**config.mk**
```make
export PLATFORM = sky130hd
export DESIGN_NAME = dfa_table_filling_minimizer_core
export DESIGN_NICKNAME = d
export VERILOG_FILES = /design/src/hdl/dfa_tfm_pkg.sv /design/src/hdl/dfa_table_filling_minimizer_core.sv
export SDC_FILE = /design/constraint.sdc
export NUM_CORES = 1
export LEC_CHECK = 0
export ABC_AREA = 0
export BUFFER_PORTS_ARGS = -buffer_cell sky130_fd_sc_hd__buf_2
export CAP_MARGIN = 20
export CORE_ASPECT_RATIO = 2
export CORE_MARGIN = 1.5
export CORE_UTILIZATION = 35
export CTS_CLUSTER_SIZE = 24
export DETAILED_ROUTE_END_ITERATION = 8
export MAX_ROUTING_LAYER = met4
export PLACE_DENSITY = 0.57
export SLEW_MARGIN = 10
export SYNTH_ARGS = -nofsm -noshare
export SYNTH_HDL_FRONTEND = slang
export SYNTH_SLANG_ARGS = --single-unit
export TNS_END_PERCENT = 5
```
**constraint.sdc**
```tcl
create_clock -name clk -period 4.5 [get_ports clk]
set_input_delay 0.225 -clock clk [delete_from_list [all_inputs] [get_ports clk]]
set_output_delay 0.225 -clock clk [all_outputs]
set_load 0.05 [all_outputs]
```
**src/hdl/dfa_tfm_pkg.sv**
```systemverilog
// dfa_tfm_pkg: types, constants and state codes for the table-filling dfa minimizer
// no dependencies
package dfa_tfm_pkg;
	localparam int MAX_STATES  = 16;
	localparam int MAX_SYMBOLS = 4;
	localparam int SW = 4;
	localparam int KW = 2;
	localparam int NSLOT = MAX_STATES + 1;

	localparam logic [1:0] MODE_TRANS  = 2'd0;
	localparam logic [1:0] MODE_FINAL  = 2'd1;
	localparam logic [1:0] MODE_RUN    = 2'd2;
	localparam logic [1:0] MODE_UNUSED = 2'd3;

	localparam logic [1:0] REG_NUM_STATES  = 2'd0;
	localparam logic [1:0] REG_NUM_SYMBOLS = 2'd1;
	localparam logic [1:0] REG_START       = 2'd2;

	typedef struct packed {
		logic [1:0] mode;
		logic [3:0] src_state;
		logic [1:0] symbol;
		logic [3:0] dst_state;
		logic       final_flag;
	} in_beat_t;

	typedef struct packed {
		logic [3:0] state_index;
		logic [3:0] class_rep;
		logic       is_accepting;
		logic       in_start_class;
		logic       useless;
		logic       last;
	} out_beat_t;

	typedef enum logic [3:0] {
		ST_IDLE,
		ST_INIT,
		ST_PROW,
		ST_PSYM,
		ST_PCHK,
		ST_PEND,
		ST_OROW,
		ST_ORWAIT,
		ST_RSYM,
		ST_RCHK,
		ST_REND,
		ST_EMIT
	} fsm_t;
endpackage

```
**src/hdl/dfa_table_filling_minimizer_core.sv**
```systemverilog
// dfa_table_filling_minimizer_core: loads a dfa, runs table-filling minimization, emits classes
// depends on dfa_tfm_pkg
//
//  channel | signals                          | handshake
//  --------+----------------------------------+-----------------------------------
//  input   | start, busy, in_beat              | beat taken when start && !busy
//  result  | out_valid, out_beat               | one-cycle strobe per beat, no back-pressure
//  config  | psel penable pwrite paddr pwdata  | apb write, pready tied high
//
// a load is taken while busy is low and leaves busy low; a run raises busy from the next cycle.
// run (n states, m symbols after clamping): an init phase, then marking passes repeated
// until a pass marks nothing new. output: one beat per state, plus for a non-final state
// reachability sweeps until a sweep adds nothing. reset clears registers and final flags only.
// results cannot be stalled: each beat is shown for exactly one cycle.
module dfa_table_filling_minimizer_core (
	input  logic                   clk,
	input  logic                   arst_n,
	input  logic                   start,
	output logic                   busy,
	input  dfa_tfm_pkg::in_beat_t  in_beat,
	output logic                   out_valid,
	output dfa_tfm_pkg::out_beat_t out_beat,
	input  logic                   psel,
	input  logic                   penable,
	input  logic                   pwrite,
	input  logic [3:0]             paddr,
	input  logic [31:0]            pwdata,
	output logic [31:0]            prdata,
	output logic                   pready
);
	import dfa_tfm_pkg::*;

	// config registers
	logic [4:0] num_states_q;
	logic [2:0] num_symbols_q;
	logic [3:0] start_state_q;
	logic [1:0] reg_idx;
	logic       cfg_wr;

	assign pready  = 1'b1;
	assign reg_idx = paddr[3:2];
	assign cfg_wr  = psel && penable && pwrite;

	always_ff @(posedge clk or negedge arst_n) begin
		if (!arst_n) begin
			num_states_q  <= 5'd1;
			num_symbols_q <= 3'd1;
			start_state_q <= '0;
		end else if (cfg_wr) begin
			unique case (reg_idx)
				REG_NUM_STATES:  num_states_q  <= pwdata[4:0];
				REG_NUM_SYMBOLS: num_symbols_q <= pwdata[2:0];
				REG_START:       start_state_q <= pwdata[3:0];
				default: ;
			endcase
		end
	end

	always_comb begin
		prdata = '0;
		unique case (reg_idx)
			REG_NUM_STATES:  prdata[4:0] = num_states_q;
			REG_NUM_SYMBOLS: prdata[2:0] = num_symbols_q;
			REG_START:       prdata[3:0] = start_state_q;
			default: ;
		endcase
	end

	// clamped counts, taken at run start
	logic [4:0] n_q;
	logic [2:0] m_q;
	logic [4:0] n_clamp;
	logic [2:0] m_clamp;
	always_comb begin
		n_clamp = (num_states_q == 5'd0) ? 5'd1 : num_states_q;
		m_clamp = (num_symbols_q == 3'd0) ? 3'd1
			: ((num_symbols_q > 3'(MAX_SYMBOLS)) ? 3'(MAX_SYMBOLS) : num_symbols_q);
	end

	// final flags in flops, all zero after reset
	logic [NSLOT-1:0] fin_q;

	// transition memory
	logic [SW-1:0] trans_mem [MAX_STATES*MAX_SYMBOLS];
	logic [SW+KW-1:0] tr_addr;
	logic [SW-1:0]    tr_rdata;
	// distinct matrix memory, one row of NSLOT bits per state slot
	logic [NSLOT-1:0] dm_mem [NSLOT];
	logic [4:0]       dm_raddr;
	logic [NSLOT-1:0] dm_rdata;
	logic             dm_we;
	logic [4:0]       dm_waddr;
	logic [NSLOT-1:0] dm_wdata;

	logic accept;
	assign accept = start && !busy;

	always_ff @(posedge clk) begin
		if (accept && in_beat.mode == MODE_TRANS)
			trans_mem[{in_beat.src_state, in_beat.symbol}] <= in_beat.dst_state;
		tr_rdata <= trans_mem[tr_addr];
	end

	always_ff @(posedge clk) begin
		if (dm_we)
			dm_mem[dm_waddr] <= dm_wdata;
		dm_rdata <= dm_mem[dm_raddr];
	end

	// sequencer state
	fsm_t       st_q, st_d;
	logic [4:0] i_q;      // current row
	logic [2:0] k_q;      // current symbol
	logic [1:0] ph_q;     // sub-step within a symbol
	logic [4:0] si_q;     // successor of i on k
	logic [NSLOT-1:0] row_q;   // row being updated
	logic [4:0] sj_q [NSLOT];  // successor of each j for current k
	logic [4:0] jj_q;     // column sweep for successor table
	logic       changed_q;
	logic [NSLOT-1:0] seen_q;
	logic       grew_q;
	logic [4:0] ri_q;     // reachability sweep row

	// successor clamp
	function automatic logic [4:0] clamp_succ(input logic [3:0] t, input logic [4:0] n);
		clamp_succ = ({1'b0, t} >= n) ? n : {1'b0, t};
	endfunction

	assign busy = (st_q != ST_IDLE);

	// next state
	always_comb begin
		st_d = st_q;
		unique case (st_q)
			ST_IDLE:   if (accept && in_beat.mode == MODE_RUN) st_d = ST_INIT;
			ST_INIT:   if (i_q == n_q) st_d = ST_PROW;
			ST_PROW:   st_d = ST_PSYM;
			ST_PSYM:   if (ph_q == 2'd3 && jj_q == n_q) st_d = ST_PCHK;
			ST_PCHK:   st_d = (k_q + 3'd1 == m_q) ? ST_PEND : ST_PSYM;
			ST_PEND:   if (i_q == n_q) st_d = changed_q ? ST_PROW : ST_OROW;
				else st_d = ST_PROW;
			ST_OROW:   st_d = ST_ORWAIT;
			ST_ORWAIT: st_d = fin_q[i_q] ? ST_EMIT : ST_RSYM;
			ST_RSYM:   if (ph_q == 2'd2) st_d = ST_RCHK;
			ST_RCHK:   if (k_q + 3'd1 == m_q) st_d = ST_REND; else st_d = ST_RSYM;
			ST_REND:   if (ri_q + 5'd1 >= n_q && !grew_q && !seen_q[ri_q]) st_d = ST_EMIT;
				else if (ri_q + 5'd1 >= n_q && !grew_q) st_d = ST_EMIT;
				else st_d = ST_RSYM;
			ST_EMIT:   st_d = (i_q + 5'd1 == n_q) ? ST_IDLE : ST_OROW;
			default:   st_d = ST_IDLE;
		endcase
	end

	// datapath
	logic [NSLOT-1:0] fin_mask;
	logic [NSLOT-1:0] init_row;
	logic [NSLOT-1:0] newrow;
	logic [4:0] tsucc;
	logic       hit;
	always_comb begin
		// finality only counts below n, the sink and stale flags read as rejecting
		for (int j = 0; j < NSLOT; j++)
			fin_mask[j] = fin_q[j] && (5'(j) < n_q);
		init_row = '0;
		for (int j = 0; j < NSLOT; j++)
			if (5'(j) <= n_q) init_row[j] = fin_mask[i_q] != fin_mask[j];
		tsucc = clamp_succ(tr_rdata, n_q);
		newrow = row_q;
		for (int j = 0; j < NSLOT; j++)
			if (5'(j) <= n_q && dm_rdata[sj_q[j]]) newrow[j] = 1'b1;
		hit = 1'b0;
		for (int j = 0; j < NSLOT; j++)
			if (5'(j) < n_q && seen_q[j] && fin_q[j]) hit = 1'b1;
	end

	// memory addresses
	always_comb begin
		dm_we    = 1'b0;
		dm_waddr = i_q;
		dm_wdata = row_q;
		dm_raddr = i_q;
		tr_addr  = {jj_q[3:0], k_q[1:0]};
		unique case (st_q)
			ST_INIT: begin
				dm_we = 1'b1;
				dm_wdata = init_row;
			end
			ST_PSYM: begin
				if (ph_q == 2'd3) dm_raddr = si_q;
			end
			ST_PEND: dm_we = 1'b1;
			ST_RSYM: tr_addr = {ri_q[3:0], k_q[1:0]};
			default: ;
		endcase
	end

	logic [4:0] rep;
	always_comb begin
		rep = i_q;
		for (int j = NSLOT-1; j >= 0; j--)
			if (5'(j) < n_q && !row_q[j]) rep = 5'(j);
	end

	always_ff @(posedge clk or negedge arst_n) begin
		if (!arst_n) begin
			st_q      <= ST_IDLE;
			fin_q     <= '0;
			out_valid <= 1'b0;
		end else begin
			st_q      <= st_d;
			out_valid <= 1'b0;
			if (accept && in_beat.mode == MODE_FINAL)
				fin_q[{1'b0, in_beat.src_state}] <= in_beat.final_flag;
			if (st_q == ST_IDLE && st_d == ST_INIT)
				fin_q[NSLOT-1] <= 1'b0;
			if (st_q == ST_EMIT) out_valid <= 1'b1;
		end
	end

	// working registers
	always_ff @(posedge clk) begin
		unique case (st_q)
			ST_IDLE: begin
				n_q <= (n_clamp > 5'(MAX_STATES)) ? 5'(MAX_STATES) : n_clamp;
				m_q <= m_clamp;
				i_q <= '0;
			end
			ST_INIT: begin
				i_q <= (i_q == n_q) ? 5'd0 : i_q + 5'd1;
				changed_q <= 1'b0;
			end
			ST_PROW: begin
				row_q <= '0;
				k_q <= '0;
				ph_q <= '0;
				jj_q <= '0;
			end
			ST_PSYM: begin
				// ph 0: issue read of trans[jj][k]; ph 2: capture; ph 3: row read
				unique case (ph_q)
					2'd0: ph_q <= 2'd1;
					2'd1: ph_q <= 2'd2;
					2'd2: begin
						sj_q[jj_q] <= (jj_q == n_q) ? n_q : tsucc;
						if (jj_q == i_q) si_q <= (jj_q == n_q) ? n_q : tsucc;
						if (jj_q == n_q) ph_q <= 2'd3;
						else begin
							jj_q <= jj_q + 5'd1;
							ph_q <= 2'd0;
						end
					end
					default: ph_q <= 2'd3;
				endcase
				if (k_q == 3'd0 && ph_q == 2'd0 && jj_q == 5'd0) row_q <= dm_rdata;
			end
			ST_PCHK: begin
				row_q <= newrow;
				if (newrow != row_q) changed_q <= 1'b1;
				k_q <= k_q + 3'd1;
				jj_q <= '0;
				ph_q <= '0;
			end
			ST_PEND: begin
				if (i_q == n_q) begin
					i_q <= '0;
					if (changed_q) changed_q <= 1'b0;
				end else i_q <= i_q + 5'd1;
			end
			ST_OROW: ;
			ST_ORWAIT: begin
				row_q  <= dm_rdata;
				seen_q <= NSLOT'(1) << i_q;
				ri_q <= '0;
				k_q <= '0;
				ph_q <= '0;
				grew_q <= 1'b0;
			end
			ST_RSYM: ph_q <= ph_q + 2'd1;
			ST_RCHK: begin
				if (seen_q[ri_q] && !seen_q[tsucc]) begin
					seen_q[tsucc] <= 1'b1;
					grew_q <= 1'b1;
				end
				k_q <= k_q + 3'd1;
				ph_q <= '0;
			end
			ST_REND: begin
				k_q <= '0;
				ph_q <= '0;
				if (ri_q + 5'd1 >= n_q) begin
					ri_q <= '0;
					grew_q <= 1'b0;
				end else ri_q <= ri_q + 5'd1;
			end
			ST_EMIT: begin
				out_beat.state_index    <= i_q[3:0];
				out_beat.class_rep      <= rep[3:0];
				out_beat.is_accepting   <= fin_q[i_q];
				out_beat.in_start_class <= ({1'b0, start_state_q} < n_q)
					&& !row_q[{1'b0, start_state_q}];
				out_beat.useless        <= !fin_q[i_q] && !hit;
				out_beat.last           <= (i_q + 5'd1 == n_q);
				i_q <= i_q + 5'd1;
			end
			default: ;
		endcase
	end
endmodule
```
==> metrics.md <==
| Metric | Value |
|---|---|
| Final setup viols | 0 |
| Syn avg cell area | 13.6 µm² |
| Synth Area in Simple Gates | 0.108 |
| Clk slew on worst S/H paths | approximately 0.070 ns |
| Post-DP Area | 38000 µm² |
| Status | complete, no violations |
| Post-CTS Setup Bufs | 0 |
| Measured slew at the worst slew-check pin | 1.12 ns |
| Grt total ovfl | 0 |
| Routed WL per cell | around 27 µm |
| Max-slew violations | 0 |
| Crit path buffers/inverters | 2 |
| Critical Path, Cell by Cell | inv_1 -> ha_1 -> o21ai_0 -> nor2b_1 -> o31ai_2 -> nand2_1 -> mux4_2 -> a22o_1 -> o21ai_1 -> buf_4 |
| CTS H-Tree Depth | 3 |
| Compound-Gate Fraction of Synth Area | 0.0930 |
| Pre-Repair DR Iteration Count | 6 |
| Post-Synth Adder-Cell Area | 0.0108 |
| Starting Density | 0.354 |
| Clock latency on the worst-skew pair | 0.67 ns |
| GP Congestion | approximately 0.96 |
| CTS resizes | 0 |
| Die ar. | between 100000 and 150000 µm² |
| Distinct cells, synth | 86 |
| Synth top area share | 0.596 |
| Setup WS pre-CTS | 0.693 ns |
| Seq/Total Area, Yosys | 0.631 |
| First-pass GRT wire length | between 150000 and 200000 µm |
| Slowest stage cell on the critical path | edfxtp_1 |
| Row cnt | between 150 and 200 |
| Port Buffers | 44 |
| Largest family of logic cells by synthesized area | multiplexers |
| Maximum number of pins on one net before global-route repair | between 90 and 100 |
| Mapped Area | between 30000 and 40000 µm² |
| Clock power frac | 0.441 |
| Critical Path AT | 4.26 ns |
| Horiz. Die Dim | roughly 230 µm |
| Synthesis Warnings | 0 |
| Combinational share of power | 0.021 |
| Synth Area in XOR/XNOR | 0.0110 |
| Hold_buf cts | 7 |
| Synth async-reset ratio | 0.0431 |
| Die Ht | 455 µm |
| Setup CP Type | reg2reg |
| Routed vias/inst | 5.74 |
| DRT iter0 DRCs | between 2000 and 2500 |
| Worst-path fanout max | 18 |
| Prevailing post-synth register cell | edfxtp_1 |
| Vias in the first global route | about 24000 |
| Hold Violations, Final | 0 |
| Detailed Place HPWL | 76400 µm |
| Post-route ant nets | 0 |
| RSZ-0062 raised after global routing | false |
| P_leak | 13.7 nW |
| Initial antenna violation count | 4 |
| Top delay family on crit path | flip-flops |
| Crit path time final | 3.90 ns |
| Clock tree buffer depth | 3 |
| Post-Synthesis Cells | approximately 2600 |
| Max-Cap Viols | 0 |
| I/O pin count | slightly above 100 |
| # DRC | 0 |
| Number of synthesized flops with an enable pin | about 710 |
| Hold/Removal Path Class | in2reg |
| Final wirelength | between 100000 and 150000 µm |
| # clock sinks | 765 |
| CTS tree | built |
| Setup TNS | 0 ns |
| Cts bufs inserted | 69 |
| #FFs+latches synth | 765 |
| Main area contributors after synthesis | edfxtp_1, mux4_2, nand2_1 |
| Layout cells sized above 1 | 0.186 |
| Core Area | 101000 µm² |
| GRT Total Usage | 0.220 |
| Worst Setup Start Kind | flop |
| Pint | between 0.01 and 0.015 W |
| Worst EP required | 4.86 ns |
| CP max stage delay | 0.96 ns |
| PnR worst setup slack | 0.599 ns |
| Fin nets | 2794 |
| Layout area overhead | 13.1% |
| Final period util | 0.867 |
| Max_slew headroom | 0.251 |
| Vias after detailed routing | 23600 |
| Cell taking the most area after synthesis | edfxtp_1 |
| Fin area | 40500 µm² |
| Reg power frac | 0.538 |
| Final Skew | 0.0244 ns |
| Switch Pwr | 0.00299 W |
| Switch share | 0.207 |
| Worst IR drop on VDD | 0.270 mV |
| PD cells | 357 nW/µm² |
| Endpoint class of the critical path | flop |
| F_max | 256 MHz |
| Root buf cell | clkbuf_16 |
| Post-synthesis mux area share | 0.115 |
[cells by family after synthesis]
kind of cell    count (synthesis)
compound gates                481
other cells                     2
buf+inv                       242
mux                           236
simple gates                  828
flops                         765
fa+ha+maj                      31
xor+xnor                       45
[per-layer routing]
metal  up-vias  share of wire  global-route usage
li1      10300              -                   -
met1     12000           0.34               0.220
met2       972           0.55               0.407
met3       315          0.051              0.0278
met4         0          0.063               0.130
met5         -              0                   -
[synthesized netlist by cell type, types with 13 or more instances]
library cell,count
nand3_1,46
edfxtp_1,711
clkbuf_1,113
o221ai_1,17
nor2b_1,30
nor3_1,29
xor2_1,21
buf_1,13
a211oi_1,73
and3_1,75
buf_4,34
nand2b_1,26
mux2_2,54
xnor2_1,24
o22ai_1,14
a311oi_1,41
ha_1,31
nor2_1,222
nand2_1,315
mux4_2,136
dfrtp_1,31
mux2i_1,46
a21oi_1,85
nand4_1,13
o21ai_0,70
a31oi_1,57
buf_2,27
dfxtp_1,21
o31ai_1,15
inv_1,48
[state kept, by name (all words and copies together), names as in the netlist, 3 cells and up]
name / flops
dm_mem: 289
trans_mem: 256
sj_q: 85
dm_rdata: 17
row_q: 17
seen_q: 17
fin_q: 16
out_beat: 12
dm_waddr: 5
jj_q: 5
n_q: 5
num_states_q: 5
ri_q: 5
si_q: 5
st_q: 4
start_state_q: 4
tr_rdata: 4
k_q: 3
m_q: 3
num_symbols_q: 3
[power by group through the flow]
stage / clock network [W] / logic, W / registers, W
detailed placement: 0 / 0.000293 / 0.00793
global placement: 0 / 0.000284 / 0.00793
floorplan: 0 / 0.000209 / 0.00790
global route: 0.00670 / 0.000326 / 0.00778
finish: 0.00637 / 0.000301 / 0.00778
CTS: 0.00648 / 0.000303 / 0.00778
[worst paths after layout]
kind,from,end,slack (ns),depth (start not counted)
hold reg to reg,dm_mem[16][12]$_DFFE_PP_,dm_rdata[12]$_DFF_P_,0.44,2
setup / recovery,n_q[3]$_SDFFCE_PN0P_,seen_q[0]$_DFFE_PP_,0.60,10
hold / removal,in_beat[1],trans_mem[42][0]$_DFFE_PP_,0.05,1
setup reg to reg,n_q[3]$_SDFFCE_PN0P_,seen_q[0]$_DFFE_PP_,0.60,10
min in group asynchronous,arst_n,fin_q[8]$_DFFE_PN0P_,0.32,2
max in group asynchronous,arst_n,num_states_q[1]$_DFFE_PN0P_,3.59,2
[cell type report]
cell class / count / area, µm²
antenna: 4 / 10.0
clock buffer: 89 / 1890
clock inverter: 37 / 528
fill: 9443 / 60600
inverter: 50 / 188
multi-input combinational: 1649 / 12300
sequential: 765 / 22600
tap: 1336 / 1670
timing repair buffer: 173 / 1310
[per-stage QoR]
| step | cells | hold WS [ns] | power (W) | util |
|---|---|---|---|---|
| finish | 4103 | 0.0489 | 0.0144 | 0.400 |
| CTS | 4096 | 0.0525 | 0.0146 | 0.400 |
| global route | 4103 | 0.0529 | 0.0148 | 0.400 |
| detailed placement | 3963 | 0.375 | 0.00823 | 0.375 |
| global placement | 3962 | 0.373 | 0.00822 | 0.375 |
| floorplan | 2656 | -0.0706 | 0.00811 | - |
[layout by cell type, fill, tap and decap left out, types with 21 or more instances in the layout]
cell type,netlist,layout
xnor2_1,24,24
mux2_2,54,53
edfxtp_1,711,711
nor2b_1,30,30
dfrtp_1,31,31
dfxtp_1,21,21
a311oi_1,41,41
nor3_1,29,28
and3_1,75,75
o21ai_0,70,67
nand3_1,46,46
inv_1,48,48
mux2i_1,46,44
a21oi_1,85,85
a31oi_1,57,56
mux4_2,136,136
clkbuf_16,0,72
nor2_1,222,206
a211oi_1,73,73
xor2_1,21,21
buf_2,27,44
ha_1,31,31
nand2b_1,26,26
nand2_1,315,314
conb_1,2,28
buf_4,34,112
No activity file was read; power rests on OpenSTA's default activity.
